<file path="config.mk">
export PLATFORM = sky130hd
export DESIGN_NAME = infix_to_postfix_converter
export DESIGN_NICKNAME = d
export VERILOG_FILES = /design/src/design/i2p_pkg.sv /design/src/design/infix_to_postfix_converter.sv /design/src/design/i2p_front.sv /design/src/design/i2p_back.sv
export SDC_FILE = /design/constraint.sdc
export NUM_CORES = 1
export LEC_CHECK = 0
export ABC_AREA = 1
export BUFFER_PORTS_ARGS = -buffer_cell sky130_fd_sc_hd__clkbuf_2
export CAP_MARGIN = 10
export CELL_PAD_IN_SITES_DETAIL_PLACEMENT = 1
export CELL_PAD_IN_SITES_GLOBAL_PLACEMENT = 1
export CORE_MARGIN = 2
export CORE_UTILIZATION = 45
export CTS_BUF_LIST = sky130_fd_sc_hd__clkbuf_16
export DETAILED_ROUTE_END_ITERATION = 16
export GPL_TIMING_DRIVEN = 0
export PLACE_DENSITY = 0.69
export RECOVER_POWER = 50
export REMOVE_ABC_BUFFERS = 1
export SLEW_MARGIN = 30
export SYNTH_ARGS = -nofsm -noshare
export SYNTH_HDL_FRONTEND = slang
export SYNTH_SLANG_ARGS = --single-unit
</file>
<file path="constraint.sdc">
create_clock -name clk_i -period 7.1 [get_ports clk_i]
set_input_delay 1.42 -clock clk_i [delete_from_list [all_inputs] [get_ports clk_i]]
set_output_delay 1.42 -clock clk_i [all_outputs]
set_load 0.005 [all_outputs]
</file>
<file path="src/design/i2p_pkg.sv">
// ----------------------------------------------------------------------------
// i2p_pkg: shared types, constants and helpers of the infix to postfix block
// Character codes, operator ranks and the command word from front to back.
// ----------------------------------------------------------------------------
package i2p_pkg;

  localparam int unsigned STACK_DEPTH_DEF = 32;
  localparam int unsigned QUEUE_DEPTH     = 2;

  localparam logic [7:0] CH_CARET  = 8'h5E;
  localparam logic [7:0] CH_SLASH  = 8'h2F;
  localparam logic [7:0] CH_STAR   = 8'h2A;
  localparam logic [7:0] CH_PLUS   = 8'h2B;
  localparam logic [7:0] CH_MINUS  = 8'h2D;
  localparam logic [7:0] CH_LPAREN = 8'h28;
  localparam logic [7:0] CH_RPAREN = 8'h29;
  localparam logic [7:0] CH_NONE   = 8'h00;

  // Rank -1 maps to code 0; order is kept.
  typedef logic [1:0] rank_t;
  localparam rank_t RANK_NONE = 2'd0;
  localparam rank_t RANK_ADD  = 2'd1;
  localparam rank_t RANK_MUL  = 2'd2;
  localparam rank_t RANK_POW  = 2'd3;

  typedef enum logic [1:0] {
    KIND_LETTER = 2'd0,
    KIND_LPAREN = 2'd1,
    KIND_RPAREN = 2'd2,
    KIND_OPER   = 2'd3
  } kind_e;

  typedef struct packed {
    kind_e      kind;
    logic [7:0] ch;
    rank_t      rank;
    logic       left_assoc;
    logic       last;
  } cmd_t;

  function automatic rank_t rank_of(input logic [7:0] c);
    rank_t r;
    priority if (c == CH_CARET) r = RANK_POW;
    else if (c == CH_STAR || c == CH_SLASH) r = RANK_MUL;
    else if (c == CH_PLUS || c == CH_MINUS) r = RANK_ADD;
    else r = RANK_NONE;
    return r;
  endfunction

  function automatic logic is_left_assoc(input logic [7:0] c);
    return (c == CH_STAR) || (c == CH_SLASH) || (c == CH_PLUS) || (c == CH_MINUS);
  endfunction

  function automatic logic is_letter(input logic [7:0] c);
    return ((c >= 8'h61) && (c <= 8'h7A)) || ((c >= 8'h41) && (c <= 8'h5A));
  endfunction

  function automatic cmd_t classify(input logic [7:0] c, input logic last);
    cmd_t cmd;
    cmd.ch         = c;
    cmd.last       = last;
    cmd.rank       = rank_of(c);
    cmd.left_assoc = is_left_assoc(c);
    priority if (is_letter(c)) cmd.kind = KIND_LETTER;
    else if (c == CH_LPAREN) cmd.kind = KIND_LPAREN;
    else if (c == CH_RPAREN) cmd.kind = KIND_RPAREN;
    else cmd.kind = KIND_OPER;
    return cmd;
  endfunction

endpackage

</file>
<file path="src/design/infix_to_postfix_converter.sv">
// ----------------------------------------------------------------------------
// Flow: each command is taken in and run against the stack: an operator or a
//   close paren pops and emits entries first, and the end mark flushes every
//   entry. The engine does at most one stack step a cycle and waits while results cannot leave.
// Each result waits in a pending register until run_last is known, then goes to the output.
// Reset: asynchronous, active low; empties queue, stack and overflow flag.
// ----------------------------------------------------------------------------
// infix_to_postfix_converter: shunting-yard infix to postfix conversion
// Letters pass through, operators go through a bounded operator stack.
// ----------------------------------------------------------------------------
module infix_to_postfix_converter #(
  parameter int unsigned STACK_DEPTH = i2p_pkg::STACK_DEPTH_DEF
) (
  input  logic       clk_i,
  input  logic       rst_ni,
  // Infix characters in
  input  logic       in_valid_i,
  output logic       in_ready_o,
  input  logic [7:0] in_char_i,
  input  logic       expr_end_i,
  // Postfix characters out
  output logic       out_valid_o,
  input  logic       out_ready_i,
  output logic [7:0] out_char_o,
  output logic       char_valid_o,
  output logic       run_last_o,
  output logic       expr_done_o,
  output logic       stack_overflow_o
);
  import i2p_pkg::*;

  // Classified commands from the front end to the stack engine
  cmd_t cmd;
  logic cmd_valid;
  logic cmd_ready;

  // Front end: classify each item and queue it, so input keeps flowing
  // while the engine pops a run of operators.
  i2p_front u_front (
    .clk_i       (clk_i),
    .rst_ni      (rst_ni),
    .in_valid_i  (in_valid_i),
    .in_ready_o  (in_ready_o),
    .in_char_i   (in_char_i),
    .expr_end_i  (expr_end_i),
    .cmd_valid_o (cmd_valid),
    .cmd_o       (cmd),
    .cmd_ready_i (cmd_ready)
  );

  // Back end: stack engine with its own output register, so a stalled
  // consumer holds the engine, and once the front end queue is full, the input too.
  i2p_back #(
    .StackDepth (STACK_DEPTH)
  ) u_back (
    .clk_i            (clk_i),
    .rst_ni           (rst_ni),
    .cmd_valid_i      (cmd_valid),
    .cmd_i            (cmd),
    .cmd_ready_o      (cmd_ready),
    .out_valid_o      (out_valid_o),
    .out_ready_i      (out_ready_i),
    .out_char_o       (out_char_o),
    .char_valid_o     (char_valid_o),
    .run_last_o       (run_last_o),
    .expr_done_o      (expr_done_o),
    .stack_overflow_o (stack_overflow_o)
  );

`ifndef SYNTH
  // The end of an expression is always the last result of its item
  a_done_is_last: assert property (@(posedge clk_i) disable iff (!rst_ni)
    (out_valid_o && expr_done_o) |-> run_last_o)
    else $error("expr_done without run_last");

  // An empty marker only closes an expression and carries a zero character
  a_empty_marker: assert property (@(posedge clk_i) disable iff (!rst_ni)
    (out_valid_o && !char_valid_o) |-> ((out_char_o == 8'h00) && expr_done_o))
    else $error("empty result outside expression end");
`endif

endmodule

</file>
<file path="src/design/i2p_front.sv">
// ----------------------------------------------------------------------------
// i2p_front: input stage of the infix to postfix block
// Accept characters, classify them and hold them in a short command queue.
// ----------------------------------------------------------------------------
module i2p_front (
  input  logic          clk_i,
  input  logic          rst_ni,
  input  logic          in_valid_i,
  output logic          in_ready_o,
  input  logic [7:0]    in_char_i,
  input  logic          expr_end_i,
  output logic          cmd_valid_o,
  output i2p_pkg::cmd_t cmd_o,
  input  logic          cmd_ready_i
);
  import i2p_pkg::*;

  localparam int unsigned PtrW  = (QUEUE_DEPTH > 1) ? $clog2(QUEUE_DEPTH) : 1;
  localparam int unsigned FillW = $clog2(QUEUE_DEPTH + 1);
  localparam logic [PtrW-1:0]  PtrLast = PtrW'(QUEUE_DEPTH - 1);
  localparam logic [FillW-1:0] FillMax = FillW'(QUEUE_DEPTH);

  cmd_t             q_mem [QUEUE_DEPTH];
  logic [PtrW-1:0]  wr_ptr_q, wr_ptr_d;
  logic [PtrW-1:0]  rd_ptr_q, rd_ptr_d;
  logic [FillW-1:0] fill_q, fill_d;
  logic             push, pop;

  assign in_ready_o  = (fill_q != FillMax);
  assign cmd_valid_o = (fill_q != '0);
  assign cmd_o       = q_mem[rd_ptr_q];
  assign push        = in_valid_i && in_ready_o;
  assign pop         = cmd_valid_o && cmd_ready_i;

  always_comb begin
    wr_ptr_d = wr_ptr_q;
    rd_ptr_d = rd_ptr_q;
    fill_d   = fill_q;
    if (push) begin
      wr_ptr_d = (wr_ptr_q == PtrLast) ? '0 : wr_ptr_q + PtrW'(1);
    end
    if (pop) begin
      rd_ptr_d = (rd_ptr_q == PtrLast) ? '0 : rd_ptr_q + PtrW'(1);
    end
    if (push && !pop) begin
      fill_d = fill_q + FillW'(1);
    end else if (pop && !push) begin
      fill_d = fill_q - FillW'(1);
    end
  end

  always_ff @(posedge clk_i or negedge rst_ni) begin
    if (!rst_ni) begin
      wr_ptr_q <= '0;
      rd_ptr_q <= '0;
      fill_q   <= '0;
    end else begin
      wr_ptr_q <= wr_ptr_d;
      rd_ptr_q <= rd_ptr_d;
      fill_q   <= fill_d;
    end
  end

  // Classify on the way in
  always_ff @(posedge clk_i) begin
    if (push) begin
      q_mem[wr_ptr_q] <= classify(in_char_i, expr_end_i);
    end
  end

endmodule

</file>
<file path="src/design/i2p_back.sv">
// ----------------------------------------------------------------------------
// i2p_back: stack engine of the infix to postfix block
// Run each command against the operator stack, at most one stack step per cycle.
// ----------------------------------------------------------------------------
module i2p_back #(
  parameter int unsigned StackDepth = i2p_pkg::STACK_DEPTH_DEF
) (
  input  logic          clk_i,
  input  logic          rst_ni,
  input  logic          cmd_valid_i,
  input  i2p_pkg::cmd_t cmd_i,
  output logic          cmd_ready_o,
  output logic          out_valid_o,
  input  logic          out_ready_i,
  output logic [7:0]    out_char_o,
  output logic          char_valid_o,
  output logic          run_last_o,
  output logic          expr_done_o,
  output logic          stack_overflow_o
);
  import i2p_pkg::*;

  localparam int unsigned CntW  = $clog2(StackDepth + 1);
  localparam int unsigned AddrW = $clog2(StackDepth);
  localparam logic [CntW-1:0] CntFull = CntW'(StackDepth);

  typedef enum logic [3:0] {
    ST_IDLE   = 4'b0001,
    ST_MAIN   = 4'b0010,
    ST_FLUSH  = 4'b0100,
    ST_FINISH = 4'b1000
  } state_e;

  state_e          state_q, state_d;
  cmd_t            cmd_q, cmd_d;
  logic [CntW-1:0] cnt_q, cnt_d;
  logic [7:0]      top_q, top_d;
  logic [7:0]      below_q;
  logic            ovf_q, ovf_d;
  logic            pend_vld_q, pend_vld_d;
  logic [7:0]      pend_char_q, pend_char_d;
  logic            pend_ovf_q, pend_ovf_d;
  logic            out_vld_q, out_vld_d;
  logic [7:0]      out_char_q, out_char_d;
  logic            out_cv_q, out_cv_d;
  logic            out_last_q, out_last_d;
  logic            out_done_q, out_done_d;
  logic            out_ovf_q, out_ovf_d;

  logic [7:0]       stack_mem [StackDepth];
  logic             wr_en;
  logic [AddrW-1:0] wr_addr, rd_addr;

  logic       out_free, emit_ok, fin_ok;
  logic       emit, push, pop, fin;
  logic [7:0] emit_char;
  rank_t      top_rank;
  logic       pop_op;
  state_e     after_main;

  assign out_free   = !out_vld_q || out_ready_i;
  assign emit_ok    = !pend_vld_q || out_free;
  assign fin_ok     = !(pend_vld_q || cmd_q.last) || out_free;
  assign top_rank   = rank_of(top_q);
  assign pop_op     = (cnt_q != '0) &&
                      ((top_rank > cmd_q.rank) ||
                       (cmd_q.left_assoc && (top_rank == cmd_q.rank)));
  assign after_main = cmd_q.last ? ST_FLUSH : ST_FINISH;

  // Sequencer: pick at most one stack action per cycle
  always_comb begin
    state_d     = state_q;
    cmd_d       = cmd_q;
    cmd_ready_o = 1'b0;
    emit        = 1'b0;
    emit_char   = top_q;
    push        = 1'b0;
    pop         = 1'b0;
    fin         = 1'b0;
    unique case (state_q)
      ST_IDLE: begin
        cmd_ready_o = 1'b1;
        if (cmd_valid_i) begin
          cmd_d   = cmd_i;
          state_d = ST_MAIN;
        end
      end
      ST_MAIN: begin
        unique case (cmd_q.kind)
          KIND_LETTER: begin
            if (emit_ok) begin
              emit      = 1'b1;
              emit_char = cmd_q.ch;
              state_d   = after_main;
            end
          end
          KIND_LPAREN: begin
            push    = 1'b1;
            state_d = after_main;
          end
          KIND_RPAREN: begin
            if ((cnt_q != '0) && (top_q != CH_LPAREN)) begin
              if (emit_ok) begin
                emit = 1'b1;
                pop  = 1'b1;
              end
            end else begin
              pop     = (cnt_q != '0);
              state_d = after_main;
            end
          end
          KIND_OPER: begin
            if (pop_op) begin
              if (emit_ok) begin
                emit = 1'b1;
                pop  = 1'b1;
              end
            end else begin
              push    = 1'b1;
              state_d = after_main;
            end
          end
          default: state_d = ST_IDLE;
        endcase
      end
      ST_FLUSH: begin
        if (cnt_q != '0) begin
          if (emit_ok) begin
            emit = 1'b1;
            pop  = 1'b1;
          end
        end else begin
          state_d = ST_FINISH;
        end
      end
      ST_FINISH: begin
        if (fin_ok) begin
          fin         = 1'b1;
          cmd_ready_o = 1'b1;
          if (cmd_valid_i) begin
            cmd_d   = cmd_i;
            state_d = ST_MAIN;
          end else begin
            state_d = ST_IDLE;
          end
        end
      end
      default: state_d = ST_IDLE;
    endcase
  end

  // Datapath: stack, pending result and output register
  always_comb begin
    cnt_d       = cnt_q;
    top_d       = top_q;
    ovf_d       = ovf_q;
    pend_vld_d  = pend_vld_q;
    pend_char_d = pend_char_q;
    pend_ovf_d  = pend_ovf_q;
    out_vld_d   = out_vld_q && !out_ready_i;
    out_char_d  = out_char_q;
    out_cv_d    = out_cv_q;
    out_last_d  = out_last_q;
    out_done_d  = out_done_q;
    out_ovf_d   = out_ovf_q;
    wr_en       = 1'b0;

    if (push) begin
      if (cnt_q == CntFull) begin
        ovf_d = 1'b1;
      end else begin
        wr_en = 1'b1;
        cnt_d = cnt_q + CntW'(1);
        top_d = cmd_q.ch;
      end
    end
    if (pop) begin
      cnt_d = cnt_q - CntW'(1);
      top_d = below_q;
    end

    // Hold each result one step so run_last is known when it leaves
    if (emit) begin
      if (pend_vld_q) begin
        out_vld_d  = 1'b1;
        out_char_d = pend_char_q;
        out_cv_d   = 1'b1;
        out_last_d = 1'b0;
        out_done_d = 1'b0;
        out_ovf_d  = pend_ovf_q;
      end
      pend_vld_d  = 1'b1;
      pend_char_d = emit_char;
      pend_ovf_d  = ovf_q;
    end

    if (fin) begin
      if (pend_vld_q) begin
        out_vld_d  = 1'b1;
        out_char_d = pend_char_q;
        out_cv_d   = 1'b1;
        out_last_d = 1'b1;
        out_done_d = cmd_q.last;
        out_ovf_d  = pend_ovf_q;
      end else if (cmd_q.last) begin
        out_vld_d  = 1'b1;
        out_char_d = CH_NONE;
        out_cv_d   = 1'b0;
        out_last_d = 1'b1;
        out_done_d = 1'b1;
        out_ovf_d  = ovf_q;
      end
      pend_vld_d = 1'b0;
      if (cmd_q.last) begin
        cnt_d = '0;
        ovf_d = 1'b0;
      end
    end
  end

  assign wr_addr = AddrW'(cnt_q);
  assign rd_addr = AddrW'(cnt_d - CntW'(2));

  // Stack store; below_q tracks the entry under the top
  always_ff @(posedge clk_i) begin
    if (wr_en) begin
      stack_mem[wr_addr] <= cmd_q.ch;
    end
    below_q <= stack_mem[rd_addr];
  end

  always_ff @(posedge clk_i or negedge rst_ni) begin
    if (!rst_ni) begin
      state_q    <= ST_IDLE;
      cnt_q      <= '0;
      ovf_q      <= 1'b0;
      pend_vld_q <= 1'b0;
      out_vld_q  <= 1'b0;
    end else begin
      state_q    <= state_d;
      cnt_q      <= cnt_d;
      ovf_q      <= ovf_d;
      pend_vld_q <= pend_vld_d;
      out_vld_q  <= out_vld_d;
    end
  end

  always_ff @(posedge clk_i) begin
    cmd_q       <= cmd_d;
    top_q       <= top_d;
    pend_char_q <= pend_char_d;
    pend_ovf_q  <= pend_ovf_d;
    out_char_q  <= out_char_d;
    out_cv_q    <= out_cv_d;
    out_last_q  <= out_last_d;
    out_done_q  <= out_done_d;
    out_ovf_q   <= out_ovf_d;
  end

  assign out_valid_o      = out_vld_q;
  assign out_char_o       = out_char_q;
  assign char_valid_o     = out_cv_q;
  assign run_last_o       = out_last_q;
  assign expr_done_o      = out_done_q;
  assign stack_overflow_o = out_ovf_q;

endmodule

</file>
======== Yosys cells after proc, flatten, opt, wreduce, memory -nomap -nowiden ========
Memories as Yosys holds them, arrays and structs flattened. A register that Yosys moved wholly into a read port is not among the register bits.
Index checks and enable logic that the tools add are counted.
operators by class
  mux-type cells .......................... 96
  equal/unequal tests ..................... 30
  reductions and logical operators ........ 38
  magnitude comparators ................... 5
  add/subtract/negate cells ............... 7
operators with widths
  operator                                                               count
  8-bit 2-to-1 mux                                                       11
  8-bit by 6-bit equality test with 1-bit output, second input constant  10
  1-bit 2-to-1 mux                                                       51
  4-bit case mux with 4 select lines                                     2
  6-bit 2-to-1 mux                                                       5
  14-bit 2-to-1 mux                                                      2
  4-bit 2-to-1 mux                                                       7
  14-bit case mux with 2 select lines                                    1
  2-bit 2-to-1 mux                                                       11
  8-bit by 7-bit equality test with 1-bit output, second input constant  2
  8-bit by 7-bit >= comparator with 1-bit output, second input constant  2
  8-bit by 7-bit <= comparator with 1-bit output, second input constant  2
  1-bit logical OR                                                       12
  1-bit logical AND                                                      10
  1-bit case mux with 2 select lines                                     5
  2-bit nonzero test                                                     5
  8-bit by 6-bit != test with 1-bit output, second input constant        1
  6-bit by 1-bit adder with 6-bit output, second input constant          1
  6-bit equality test, second input constant                             1
  1-bit zero test                                                        6
  2-bit != test, second input constant                                   3
  3-bit != test, second input constant                                   2
  6-bit AND reduction                                                    1
  6-bit nonzero test                                                     1
  18 further kinds                                                       22
storage, ports and cells
  input bits .............................. 13
  bits in registers ....................... 60
  RAM bits ................................ 284
  memories ................................ 2
  output and inout bits ................... 14
  word-level logic and storage cells ...... 199
memory list
  memory            words  bits a word  rd ports  clocked after memory_dff  write ports  RTL line         source
  u_back.stack_mem  32     8            1         1                         1            i2p_back.sv:50   logic [7:0] stack_mem [StackDepth];
  u_front.q_mem     2      14           1         0                         1            i2p_front.sv:23  cmd_t q_mem [QUEUE_DEPTH];

======== Depth between registers and ports, before layout ========
  depth in word-level cells ............... 17
  gate-level depth with buffers ........... 30
  mapped depth without buffers ............ 27

======== Hierarchy ========
A second synthesis with hierarchy kept.
second synthesis, totals
  cells, all modules ...................... 1,607
  area total of the unflattened synthesis .. 16,278.1 um^2
by module, submodules not included
  module     area each (um^2)  cells each  seq. area each (um^2)  times used
  i2p_back   14,869.3          1,468       9,345.2                1
  i2p_front  1,408.9           139         940.9                  1

======== Worst setup path after synthesis ========
OpenSTA, ideal clock, no wires.
  path kind ............................... input-to-reg
  start point ............................. input out_ready_i
  end point ............................... register u_back.below_q[1], read port of u_back.stack_mem
  stages on the path ...................... 23
  setup time .............................. 0.112 ns
  buffers on the path ..................... 4
  data arrival time ....................... 3.677 ns
  data required time ...................... 6.988 ns
  path slack .............................. 3.311 ns
  path through ............................ inv_1 nand3_2 inv_2 nand2_1 nand2_4 nand2_4 nand2_2 nand2_4 nand2_1 nand2_1 nor2_4 inv_2 buf_6 buf_4 ha_1 clkbuf_1 inv_1 buf_1 nand3_1 nand3_1 nand2_1 nand2_1 nand2_1
on the way
  word-level cells in the longest chain between the ends .. 10
  elaborated cells on any way between the ends .. 15
  those cells by class .................... 1 x add/sub; 11 x mux; 3 x reduce/logical
ends and longest elaborated chain
  what                                           RTL line                                           source
  start: declaration                             infix_to_postfix_converter.sv:23                   input logic out_ready_i,
  1-bit logical OR *                             i2p_back.sv:61                                     assign out_free = !out_vld_q || out_ready_i;
  1-bit logical OR                               i2p_back.sv:62                                     assign emit_ok = !pend_vld_q || out_free;
  1-bit 2-to-1 mux                               i2p_back.sv:103, i2p_back.sv:114, i2p_back.sv:128
  1-bit 2-to-1 mux, on equally long branches     i2p_back.sv:113, i2p_back.sv:102
  1-bit case mux with 2 select lines             i2p_back.sv:89                                     unique case (cmd_q.kind)
  1-bit case mux with 2 select lines             i2p_back.sv:80                                     unique case (state_q)
  6-bit 2-to-1 mux                               i2p_back.sv:177                                    if (pop) begin
  6-bit 2-to-1 mux                               i2p_back.sv:214                                    if (cmd_q.last) begin
  6-bit 2-to-1 mux *                             i2p_back.sv:197                                    if (fin) begin
  5-bit by 2-bit subtractor with 5-bit output *  i2p_back.sv:222                                    assign rd_addr = AddrW'(cnt_d - CntW'(2));
  end: declaration                               i2p_back.sv:38                                     logic [7:0] below_q;
Mark *: on every way between the ends. The rest lies on a longest branch, timed or not.
A chain may end at the register's enable or synchronous reset.

======== Worst setup path after layout ========
  start point ............................. input out_ready_i
  end point ............................... register u_back.below_q[0], read port of u_back.stack_mem
Same word-level chain as after synthesis.

==> metrics.yaml <==
pwr:
  vdd_ir_drop_max_uv: 350.7
  leakage_nw: 7.721
  power_density_nw_per_um2: 532.9
sta:
  slew_headroom_pct: 10.79
  max_freq_mhz: 165.8
  fin_crit_ps: 6032
  period_share_pct: 84.95
  fin_worst_skew_ps: 15.45
  fin_ws_ps: 1068
  setup_violations: 0
  tightest_slew_ps: 1333
  final-hold-violation-count: 0
  slew_violations: 0
  rsz0062_at_grt: "no"
floorplanning:
  core_area_um2: 35660
  initial_core_util_pct: 45.84
  rows: 69
  die_x_um: 194.6
  die_h_um: 194.6
  io_pins: 27
  die-area_um2: 37860
drt:
  drt-total-wl_mm: 45.23
  post-route-drc-count: 0
  dr.first_iter.drc_count: 870
  dr.pass1.iters: 7
  vias_per_cell: 5.541
  wl_per_cell_um: 21.23
  antenna_left: 0
  route.vias.total: 11800
yosys:
  ys_types: 38
  ys_ff_latch: 352
  synthCells: 1639
  synth_top_area_share_pct: 57.87
  synth_area_um2: 16340
  yosysTopAreaCell: "edfxtp_1"
  synth_edf_count: 315
  yosysMostFrequentCell: "nand2_1"
  yosys_warnings: 0
  async_flop_share_pct: 4.830
  synth_seq_area_share_pct: 62.93
  ys_top_cells_by_area: "edfxtp_1, nand3_1, nand2_1, inv_1, nand4_1"
  synth_commonest_cells: "nand2_1, edfxtp_1, inv_1"
  syn_avg_cell_area_um2: 9.972
  synth_flop_cell: "edfxtp_1"
clock_tree:
  hold_buffers: 0
  cts_buffer_depth: 3
  cts.sinks: 352
  path_clk_slew_ps: 60
  cts_setup_buffers: 0
  cts_tree: "yes"
  numCtsBuffers: 39
  cts_resized: 0
  cts_max_level: 2
  clk_latency_ps: 530
  cts_root_buffer: "clkbuf_16"
outcome:
  status: "complete, no violations"
placed_design:
  io_buffers: 26
  place_hpwl_mm: 28.39
  dp_slack_ps: 508.1
  gp_congestion: 0.7889
  placed_cell_area_um2: 17070
global_routing:
  grt_usage_pct: 24.03
  antenna_found_initial: 0
  grt_pass1_wl_mm: 70.30
  overflow: 0
  grt_max_degree: 91
  grt_pass1_vias: 12410
worst_setup_path:
  cpLargestDelayFamily: "buffers and inverters"
  path_buf_inv: 9
  crit_chain: "clkbuf_2 -> inv_1 -> nand2_1 -> a21oi_1 -> nor2_1 -> inv_2 -> nor2_2 -> inv_8 -> buf_16 -> nand2_1 -> nor2_4 -> buf_16 -> buf_8 -> inv_4 -> ha_2 -> inv_2 -> nand3_1 -> nand3_1 -> nand2_1 -> nand2_1 -> nand2_1"
  cp_slowest_stage_delay_ps: 950
  arrival_ps: 6490
  cp.required_ps: 7560
  crit_fanout: 81
  slowest_stage: "ha_2"
  end_kind: "register"
  critical_path_class: "input port to register"
  cp-start-kind: "input port"
  cp_common_cell: "nand2_1"
run:
  cap_violations: 0
cells_and_area:
  fillers: 3932
  drive_above_1_share_pct: 7.609
  area_delta_synth_final_pct: 11.18
  finalInstanceArea_um2: 18170
  nets: 1664
  antenna_cells: 0
worst_hold_path:
  worst_hold_path_type: "register to register"
==> kinds of logic after synthesis <==
logic type	count (synthesis)	synth area share, %
buf+inv	412	10.34
fa+ha+maj	9	0.6890
compound gates	62	2.205
xor+xnor	11	0.7043
simple gates	792	23.06
mux	1	0.06889
flops	352	62.93
==> layout by cell type (no fill, tap or decap), types with 20 or more instances in the layout <==
cell       netlist  final
a21oi_1         25     25
clkbuf_1        22     27
clkbuf_16        0     41
dfxtp_1         20     20
edfxtp_1       315    315
inv_1          309    313
nand2_1        326    326
nand3_1        250    251
nand4_1        131    131
nor2_1          50     50
o21ai_0         20     20
==> metal layers <==
| layer | global-route usage (%) | wire, µm | vias to the layer above |
|---|---|---|---|
| met2 | 42.12 | 22860 | 235 |
| li1 | - | - | 5505 |
| met5 | 0 | 0 | - |
| met1 | 31.28 | 19540 | 5988 |
| met3 | 3.314 | 1921 | 74 |
| met4 | 6.667 | 905 | 0 |
==> flip-flops by register name, indices dropped and copies added (netlist names) <==
name                     count
u_back.below_q               8
u_back.char_valid_o          1
u_back.cmd_q                14
u_back.cnt_q                 6
u_back.expr_done_o           1
u_back.out_char_o            8
u_back.out_valid_o           1
u_back.ovf_q                 1
u_back.pend_char_q           8
u_back.pend_ovf_q            1
u_back.pend_vld_q            1
u_back.run_last_o            1
u_back.stack_mem           256
u_back.stack_overflow_o      1
u_back.state_q               4
u_back.top_q                 8
u_front.fill_q               2
u_front.q_mem               28
u_front.rd_ptr_q             1
u_front.wr_ptr_q             1
==> worst reg2reg max path, delay by kind of cell, from the launching register on <==
kind | cells | cell delay [ps]
buf+inv | 6 | 1380
compound gates | 1 | 70
fa+ha+maj | 2 | 1320
simple gates | 16 | 2510
flops | 1 | 380
==> per-stage QoR <==
step / TNS, ps / util [%] / hold slack, ps / cells / total power, mW
3_3_place_gp: -32990 / 46.48 / 429.9 / 2035 / 7.461
6_report: 0 / 50.96 / 443.1 / 2130 / 9.684
2_1_floorplan: 0 / - / 442.6 / 1548 / 5.722
4_1_cts: 0 / 51.44 / 446.9 / 2130 / 9.823
5_1_grt: 0 / 50.96 / 498.3 / 2130 / 10.25
3_5_place_dp: 0 / 47.87 / 431.2 / 2062 / 7.773
==> path summary, 6_finish.rpt <==
kind                       slack (ps)  cells past startpoint         startpoint                 to
setup / recovery                 1070                     21        out_ready_i  u_back.below_q[0]
hold / removal                    440                      2  u_back.run_last_o  u_back.run_last_o
setup reg to reg                 1380                     25    u_back.top_q[1]  u_back.below_q[0]
hold reg to reg                   440                      2  u_back.run_last_o  u_back.run_last_o
max in group asynchronous        5320                      1             rst_ni  u_back.pend_vld_q
min in group asynchronous        1100                      1             rst_ni    u_back.cnt_q[4]
==> power by group <==
part	switching (mW)	leakage [nW]	internal, mW
Combinational	3.37	3.85	1.27
Clock	0.806	0.651	1.22
Sequential	0.204	3.22	2.81
==> area by class of cell <==
type	count	area, µm²	area share (%)
Clock buffer	41	1026	5.646
Clock inverter	27	247.7	1.363
Timing Repair Buffer	53	404.1	2.224
Inverter	321	1220	6.713
Sequential cell	352	10290	56.61
Tap cell	461	576.8	3.174
Multi-Input combinational cell	875	4410	24.27
Note: power is estimated with default switching activity, not from simulation.
